===== config.mk =====
export PLATFORM = sky130hd
export DESIGN_NAME = lpht_ctrl
export DESIGN_NICKNAME = d
export VERILOG_FILES = /design/src/design/lpht_pkg.sv /design/src/design/lpht_ctrl.sv
export SDC_FILE = /design/constraint.sdc
export NUM_CORES = 1
export LEC_CHECK = 0
export BUFFER_PORTS_ARGS = -buffer_cell sky130_fd_sc_hd__clkbuf_2
export CAP_MARGIN = 15
export CORE_AREA = 2 2 39 41
export CTS_BUF_LIST = sky130_fd_sc_hd__clkbuf_16
export DETAILED_ROUTE_END_ITERATION = 10
export DIE_AREA = 0 0 41 43
export PLACE_DENSITY = 0.58
export SLEW_MARGIN = 0
export SYNTH_ARGS = -nofsm -noshare
export SYNTH_HDL_FRONTEND = slang
export SYNTH_SLANG_ARGS = --single-unit
export TNS_END_PERCENT = 1

===== constraint.sdc =====
create_clock -name clk -period 1.6 [get_ports clk]
set_input_delay 0.32 -clock clk [delete_from_list [all_inputs] [get_ports clk]]
set_output_delay 0.32 -clock clk [all_outputs]
set_load 0.02 [all_outputs]

===== src/design/lpht_pkg.sv =====
// ----------------------------------------------------------------------------
// Linear probe hash table package
// Sizes, operation and status codes, and the types shared between modules.
// ----------------------------------------------------------------------------
package lpht_pkg;

  localparam int SLOTS  = 256;
  localparam int SLOT_W = $clog2(SLOTS);
  localparam int CNT_W  = $clog2(SLOTS + 1);
  localparam int KEY_W  = 31;
  localparam int IDX_W  = 8;

  localparam logic [1:0] OP_INSERT = 2'd0;
  localparam logic [1:0] OP_SEARCH = 2'd1;
  localparam logic [1:0] OP_REMOVE = 2'd2;

  localparam logic [1:0] STAT_DONE = 2'd0;
  localparam logic [1:0] STAT_MISS = 2'd1;
  localparam logic [1:0] STAT_FULL = 2'd2;

  // Occupancy threshold: count * 4 >= SLOTS * 3.
  localparam logic [CNT_W+1:0] LOAD_LIMIT = (CNT_W + 2)'(SLOTS * 3);

  typedef struct packed {
    logic [1:0]       opcode;
    logic [KEY_W-1:0] key;
  } in_req_t;

  typedef struct packed {
    logic [1:0]       status;
    logic [IDX_W-1:0] slot_index;
    logic             load_high;
  } out_res_t;

  typedef struct packed {
    logic       load;
    logic       advance;
    logic       ins_write;
    logic       rem_clear;
    logic       res_we;
    logic [1:0] res_status;
    logic       res_hit;
  } ctl_cmd_t;

  typedef struct packed {
    logic [1:0] opcode;
    logic       slot_used;
    logic       key_match;
    logic       last_probe;
  } dp_stat_t;

endpackage


===== src/design/lpht_ctrl.sv =====
// ----------------------------------------------------------------------------
// Linear probe hash table controller
// Sequences the probe loop and issues commands to the datapath.
// ----------------------------------------------------------------------------
module lpht_ctrl import lpht_pkg::*; (
  input  logic     clk,
  input  logic     rst_n,
  input  logic     start,
  input  dp_stat_t stat,
  output ctl_cmd_t cmd,
  output logic     busy,
  output logic     out_valid
);

  localparam logic [1:0] S_IDLE  = 2'd0;
  localparam logic [1:0] S_PROBE = 2'd1;
  localparam logic [1:0] S_CHECK = 2'd2;
  localparam logic [1:0] S_DONE  = 2'd3;

  logic [1:0] state_r, state_nxt;

  always_comb begin
    state_nxt = state_r;
    cmd       = '0;
    case (state_r)
      S_IDLE: begin
        if (start) begin
          cmd.load  = 1'b1;
          state_nxt = S_PROBE;
        end
      end
      S_PROBE: begin
        // The key store read for the current slot is issued here.
        if (stat.opcode != OP_INSERT && stat.opcode != OP_SEARCH &&
            stat.opcode != OP_REMOVE) begin
          cmd.res_we     = 1'b1;
          cmd.res_status = STAT_MISS;
          state_nxt      = S_DONE;
        end else begin
          state_nxt = S_CHECK;
        end
      end
      S_CHECK: begin
        if (stat.opcode == OP_INSERT) begin
          if (!stat.slot_used) begin
            cmd.ins_write  = 1'b1;
            cmd.res_we     = 1'b1;
            cmd.res_status = STAT_DONE;
            cmd.res_hit    = 1'b1;
            state_nxt      = S_DONE;
          end else if (stat.last_probe) begin
            cmd.res_we     = 1'b1;
            cmd.res_status = STAT_FULL;
            state_nxt      = S_DONE;
          end else begin
            cmd.advance = 1'b1;
            state_nxt   = S_PROBE;
          end
        end else begin
          if (!stat.slot_used || (!stat.key_match && stat.last_probe)) begin
            cmd.res_we     = 1'b1;
            cmd.res_status = STAT_MISS;
            state_nxt      = S_DONE;
          end else if (stat.key_match) begin
            cmd.rem_clear  = (stat.opcode == OP_REMOVE);
            cmd.res_we     = 1'b1;
            cmd.res_status = STAT_DONE;
            cmd.res_hit    = 1'b1;
            state_nxt      = S_DONE;
          end else begin
            cmd.advance = 1'b1;
            state_nxt   = S_PROBE;
          end
        end
      end
      S_DONE: begin
        state_nxt = S_IDLE;
      end
      default: begin
        state_nxt = S_IDLE;
      end
    endcase
  end

  always_ff @(posedge clk) begin
    if (!rst_n) begin
      state_r <= S_IDLE;
    end else begin
      state_r <= state_nxt;
    end
  end

  assign busy      = (state_r != S_IDLE);
  assign out_valid = (state_r == S_DONE);

endmodule


# --- Yosys cells after proc, flatten, opt, wreduce, memory -nomap -nowiden ---
# Cells that the tools add are included.
op_classes:
  n_eq_ne: 7
  mux: 29
  n_reduce_logical: 10
ops:
  columns: ["operator", "count"]
  rows:
  - ["3-bit 2-to-1 mux", 5]
  - ["1-bit 2-to-1 mux", 14]
  - ["2-bit 2-to-1 mux", 6]
  - ["2-bit case mux with 4 select lines", 1]
  - ["2-bit == test (second input constant)", 3]
  - ["3-bit case mux with 2 select lines", 1]
  - ["5-bit 2-to-1 mux", 1]
  - ["2-bit zero test", 2]
  - ["4-bit 2-to-1 mux", 1]
  - ["2-bit != test (second input constant)", 2]
  - ["2-bit nonzero test", 2]
  - ["1-bit logical AND", 3]
  - ["2-bit by 1-bit == test with 1-bit output (second input constant)", 1]
  - ["1-bit zero test", 2]
  - ["2-bit by 1-bit != test with 1-bit output (second input constant)", 1]
  - ["1-bit logical OR", 1]
word_totals:
  register_bits: 2
  out_inout_bits: 10

# --- Longest topological paths before layout ---
# Gate-level depths: netlist of run 1.
depth:
  ltp_word: 6
  depth_mapped: 5

# --- Worst setup path before layout of run 1 ---
# Ideal clock, no wire load.
synth_path:
  kind: "register to output"
  startpoint: "reg state_r[1]"
  endpoint: "out cmd[2] (netlist name)"
  arrival_time_ns: 1.291
  required_time_ns: 1.280
  path_slack_ns: -0.011
  stages_incl_launch_ff: 5
  n_path_buf: 0
  cell_sequence: "dfxtp_1 -> inv_1 -> ha_1 -> nand3_1 -> nor3_1"
synth_rtl:
  columns: ["element", "line", "source"]
  rows:
  - ["from (decl)", "lpht_ctrl.sv:20", "logic [1:0] state_r, state_nxt;"]
  - ["from (signal assigned)", "lpht_ctrl.sv:89", "state_r <= state_nxt;"]
  - ["to (decl)", "lpht_ctrl.sv:10", "output ctl_cmd_t cmd,"]

==> flow_summary.json, run 1 <==
{
  "status": "finished clean",
  "cp_cell_sequence": "inv_4 > ha_4 > o21ai_2 > a21o_1 > a21boi_1 > buf_4",
  "final_common_cell": "clkbuf_2",
  "gp_congestion": 0.7442,
  "reg2reg_from": "state_r[0]$_SDFFE_PN0P_",
  "area_delta_synth_final_pct": 84.40,
  "power_per_cell_area_nw_per_um2": 1816,
  "whs_ps": 376.2,
  "rows": 14,
  "min_from": "rst_n",
  "placed_cells": 75,
  "viasPerCell": 4.705,
  "die_w_um": 41,
  "grt_pass1_wl_mm": 1.324,
  "setup_violations": 0,
  "cp-start-kind": "register",
  "clkTransAtPathRegs_ps": 30,
  "via_count": 367,
  "cts-root-buf": "clkbuf_16",
  "ant_nets": 0,
  "ctsHoldBuffers": 0,
  "largest_reg_flops": 2,
  "slew_headroom_pct": 85.96,
  "stdcell_count": 78,
  "htreeDepth": 1,
  "hold_class": "input pin to register",
  "slew_viol_final": 0,
  "antenna_found_initial": 0,
  "crit_path_end_kind": "output pin",
  "crit_required_ps": 1280,
  "fmax_ghz": 0.6358,
  "routed_wl_um": 855,
  "crit_type": "register to output pin",
  "grt_max_degree": 8,
  "slowest_stage": "dfxtp_2",
  "dieArea_um2": 1763,
  "max_stage_delay_ps": 320,
  "cts_setup_buffers": 0,
  "hold_viol_final": 0,
  "drt-wirelength-per-cell_um": 10.96,
  "fin_crit_sh_pct": 98.31,
  "critical-path-top-delay-family": "flip-flops",
  "synthTopCellsByArea": "ha_1 (20%), dfxtp_1 (13%), a21boi_1 (7.2%)",
  "synth_nets": 51,
  "start_util_pct": 22.60,
  "yosys.cell_types.count": 23,
  "drc": 0,
  "dpl-instance-area_um2": 452.9,
  "p_leak_uw": 0.0002663,
  "drt-pass1-iter-count": 2,
  "ys_seq_area_share_pct": 12.80,
  "final_util_pct": 41.68,
  "diodes": 0,
  "grt.total_usage_pct": 10.80,
  "worst_slack_ps": 27.12,
  "grt-ovfl-total": 0,
  "hold_end": "state_r[0]$_SDFFE_PN0P_",
  "synth_seq_cells": 2,
  "core_um2": 1384,
  "cp_max_fo": 5,
  "drv_cap": 0,
  "fin_skew_ps": 0.4474,
  "drt_iter0_drc": 2,
  "worst-path-buf-inv": 2,
  "dp_hpwl_um": 663.7,
  "syn_inst": 38,
  "cts_tree": "done",
  "layout_common_cells": "clkbuf_2 (13), buf_4 (7)",
  "drive_gt1_share_pct": 61.29,
  "avgSynthCellArea_um2": 8.232,
  "clkSinkCount": 2,
  "top_register": "state_r",
  "clockBufferDepth": 2,
  "r2r-end": "state_r[0]$_SDFFE_PN0P_",
  "portBuffers": 17,
  "ir_worst_vdd_mv": 0.5067,
  "synth.top_cell.area_share_pct": 20.00,
  "rr_worst_depth": 5,
  "reg.largest.list": "state_r: 2 flops",
  "whs_path_depth": 3,
  "clk_latency_ps": 220,
  "final_nets": 77,
  "first_global_vias": 360,
  "die_y_um": 43,
  "cp_data_arrival_time_ps": 1250,
  "max_slew.worst_pin.slew_ps": 208.4,
  "yosysTopAreaCell": "ha_1",
  "rsz0062_at_grt": "yes",
  "fin_crit_ps": 1573,
  "dp_slack_ps": 76.94,
  "ioPinCount": 18,
  "rrSetupSlack_ps": 390,
  "final_cell_area_um2": 576.8,
  "ys_warn_count": 0,
  "synth_area_um2": 312.8,
  "cts_made_buffers": 3
}
report_power, final:
| group | switching [uW] | internal, uW |
|---|---|---|
| clock network | 54.1 | 318 |
| registers | 28.4 | 81.6 |
| logic | 299 | 266 |
routing by layer:
layer / track usage (%) / up-vias / wire length (um)
li1: - / 185 / -
met3: 2.094 / 0 / 59
met4: 6.000 / 0 / 0
met1: 11.75 / 168 / 367
met2: 18.13 / 14 / 428
met5: 0 / - / 0
timing repair:
| action | CTS | global route |
|---|---|---|
| pin swaps | 2 | 0 |
| resized for setup | 11 | 7 |
| endpoints found under the hold margin | 0 | 0 |
| setup endpoints to repair | 5 | 4 |
worst max-delay path by stage:
| stage | from | to | slack, ps | cells past startpoint |
|---|---|---|---|---|
| global placement | stat[4] | cmd[0] | 100 | 4 |
| CTS | state_r[1]$_SDFFE_PN0P_ | cmd[2] | 0.6 | 5 |
| finish | state_r[0]$_SDFFE_PN0P_ | cmd[1] | 30 | 6 |
| global route | state_r[0]$_SDFFE_PN0P_ | cmd[1] | -70 | 6 |
| detailed placement | state_r[0]$_SDFFE_PN0P_ | cmd[1] | 80 | 6 |
| floorplan | state_r[0]$_SDFFE_PN0P_ | cmd[1] | 30 | 5 |
cell usage after synthesis (all sizes together):
cell type	number
a311oi	1
o211ai	1
ha	5
dfxtp	2
nand3	3
nor2	1
o21ai	3
and3	1
nor3b	1
a221oi	1
o21a	1
nor3	2
a21o	1
and2	1
a21boi	3
or3	1
inv	5
nand2b	4
a21oi	1
final cells by class:
class                      instances  area (um2)
fill                             141       807.0
multi-input combinational         31       292.8
timing repair buffer              21       122.6
clock buffer                       3       75.07
sequential                         2       45.04
inverter                           5       21.27
tap                               16       20.02
tightest hold or removal path: stages:
cell and delay [ps]:
clkbuf_2 80, inv_1 100, a221oi_2 50
metrics by stage:
stage	TNS (ps)	power, uW
after floorplan	0	418.0
after global placement	0	572.2
after detailed placement	0	583.2
after CTS	0	1043
after global routing	-124.5	1117
final	0	1047
logic make-up after synthesis:
group                    count (synthesis)  share of synthesized area [%]
AND/OR/NAND/NOR                         14                          29.60
buffers and inverters                    5                          6.001
adder cells (fa/ha/maj)                  5                          20.00
AO/OA/AOI/OAI                           12                          31.60
flip-flops                               2                          12.80
Power figures use the tool's default switching activity.
==> run 2: changes to the inputs <==
ABC_AREA = 1   (was unset)
PLACE_DENSITY = 0.56   (was 0.58)
==> flow_summary.json, run 2 <==
{
  "nFillCells": 142,
  "synthTopCellsByArea": "ha_1 (22%), nand2_1 (16%), inv_1 (14%)",
  "async_reset_ff_share_pct": 0,
  "crit_type": "register to output pin",
  "sw_frac_of_total_pct": 38.54,
  "syn_inst": 48,
  "synth.top_cell.area_share_pct": 21.83,
  "portBuffers": 17,
  "ir_worst_vdd_mv": 1.024,
  "clk_latency_ps": 220,
  "combPwrFrac_pct": 57.0,
  "cts_made_buffers": 3,
  "critical-path-top-delay-family": "flip-flops",
  "fin_skew_ps": 0.3335,
  "slew_headroom_pct": 85.86,
  "synth_common_cells": "nand2_1 (12), inv_1 (11), ha_1 (5), a21oi_1 (4), nor2_1 (4)",
  "reg.largest.list": "state_r: 2 flops",
  "grt_most_used_layer": "met2",
  "crit_required_ps": 1280,
  "drt-wirelength-per-cell_um": 9.966,
  "crit_path_end_kind": "output pin",
  "area_delta_synth_final_pct": 113.5,
  "clkTransAtPathRegs_ps": 30,
  "dp_hpwl_um": 617.7,
  "die_w_um": 41,
  "slowest_stage": "dfxtp_2",
  "max_stage_delay_ps": 340,
  "worst_slack_ps": -4.772,
  "layout_common_cells": "nand2_1 (12), clkbuf_2 (11), buf_4 (9)",
  "hold_class": "input pin to register",
  "rsz0062_at_grt": "yes",
  "max_slew.worst_pin.slew_ps": 211.7,
  "avgSynthCellArea_um2": 5.969,
  "cp_data_arrival_time_ps": 1280,
  "ys_warn_count": 0,
  "start_util_pct": 20.71,
  "grt_pass1_wl_mm": 1.380,
  "yosysMostFrequentCell": "nand2_1",
  "violations": "negative setup slack",
  "met3_usage_pct": 1.571,
  "pwr-share-clk_pct": 33.9,
  "final_common_cell": "nand2_1",
  "routed_wl_um": 887,
  "yosys.cell_types.count": 12,
  "multi_input_area_um2": 280.3,
  "core_um2": 1384,
  "cp_cell_sequence": "inv_4 > ha_4 > inv_4 > nor4_2 > buf_4",
  "power_per_cell_area_nw_per_um2": 1793,
  "placed_cells": 83,
  "ioPinCount": 18,
  "fin_crit_sh_pct": 100.3,
  "p_int_uw": 674.1,
  "cts-root-buf": "clkbuf_16",
  "first_global_vias": 361,
  "largest_reg_flops": 2,
  "grt.total_usage_pct": 11.33,
  "worst-path-buf-inv": 3,
  "synth_nets": 61,
  "drive_gt1_share_pct": 54.79,
  "met2_usage_pct": 18.75,
  "status": "finished, violations left",
  "top_register": "state_r",
  "synth-edff-count": 0,
  "yosysTopAreaCell": "ha_1",
  "p_sw_uw": 422.7,
  "power_frac_seq_pct": 9.1,
  "grt-ovfl-total": 0,
  "gr-usage-met1_pct": 13.14,
  "cp_max_fo": 3,
  "clkSinkCount": 2,
  "ys_seq_area_share_pct": 13.97,
  "fmax_ghz": 0.6231,
  "final_nets": 88,
  "cts_tree": "done",
  "ant_nets": 0,
  "stdcell_count": 89,
  "cp-start-kind": "register",
  "whs_ps": 318.3,
  "htreeDepth": 1,
  "p_leak_uw": 0.0003018,
  "gp_congestion": 0.7044,
  "hold_viol_final": 0,
  "setup_violations": 1,
  "rows": 14,
  "worst_path_most_repeated_cell": "inv_4",
  "fin_crit_ps": 1605,
  "final-seq-area_um2": 42.54,
  "drt_iter0_drc": 0,
  "viasPerCell": 4.225,
  "dieArea_um2": 1763,
  "drt-pass1-iter-count": 1,
  "diodes": 0,
  "drv_cap": 0,
  "ys.flop_type": "dfxtp_1",
  "antenna_found_initial": 0,
  "drc": 0,
  "die_y_um": 43,
  "via_count": 376,
  "dp_slack_ps": 63.45,
  "synth_area_um2": 286.5,
  "slew_viol_final": 0,
  "synth_seq_cells": 2,
  "grt_max_degree": 6,
  "clockBufferDepth": 2
}
run 2: what timing repair did:
item / CTS / global route
setup endpoints to repair: 6 / 6
hold buffers: 0 / 0
setup buffers: 3 / 0
pin swaps: 5 / 1
hold endpoints to repair: 0 / 0
resized for setup: 19 / 12
run 2: cell type report:
type / instances / share of cell area [%]
Timing Repair Buffer: 22 / 24.13
Multi-Input combinational cell: 35 / 45.81
Tap cell: 16 / 3.272
Clock buffer: 3 / 12.27
Sequential cell: 2 / 6.953
Inverter: 11 / 7.566
run 2: final timing paths:
path                      startpoint                 endpoint  slack, ps  cells after the start
max          state_r[0]$_SDFFE_PN0P_                   cmd[2]         -5                      5
min                            rst_n  state_r[0]$_SDFFE_PN0P_        320                      3
max reg2reg  state_r[1]$_SDFFE_PN0P_  state_r[0]$_SDFFE_PN0P_        440                      6
min reg2reg  state_r[0]$_SDFFE_PN0P_  state_r[0]$_SDFFE_PN0P_        680                      5
run 2: power by group through the flow:
stage / logic, uW / registers (uW) / clock network (uW)
after floorplan: 279 / 91.2 / 0
after global placement: 416 / 87.1 / 0
after detailed placement: 414 / 88.4 / 0
after CTS: 567 / 98.3 / 380
after global routing: 686 / 105 / 385
final: 625 / 99.9 / 372
run 2: kinds of logic after synthesis:
| family | count (synthesis) | share of synthesized area (%) |
|---|---|---|
| flops | 2 | 13.97 |
| simple gates | 22 | 35.37 |
| buf+inv | 11 | 14.41 |
| fa+ha+maj | 5 | 21.83 |
| compound gates | 8 | 14.41 |
run 2: routing by layer:
| layer | part of all wire (%) | wire length, um |
|---|---|---|
| met5 | 0 | 0 |
| met4 | 0 | 0 |
| met3 | 3.7 | 33 |
| met2 | 56 | 493 |
| met1 | 41 | 360 |
run 2: tightest hold or removal path, cell delays in order:
cell and delay, ps:
clkbuf_2 90, nand2_1 50, nor2_1 30
run 2: metrics by stage:
stage / area, um2 / setup TNS, ps / utilization [%] / total power [uW]
after floorplan: 292.8 / 0 / - / 369.8
after global placement: 412.9 / 0 / 29.84 / 502.6
final: 611.8 / -4.772 / 44.21 / 1097
after CTS: 576.8 / -85.76 / 41.68 / 1045
after global routing: 611.8 / -231.5 / 44.21 / 1176
after detailed placement: 412.9 / 0 / 29.84 / 502.7
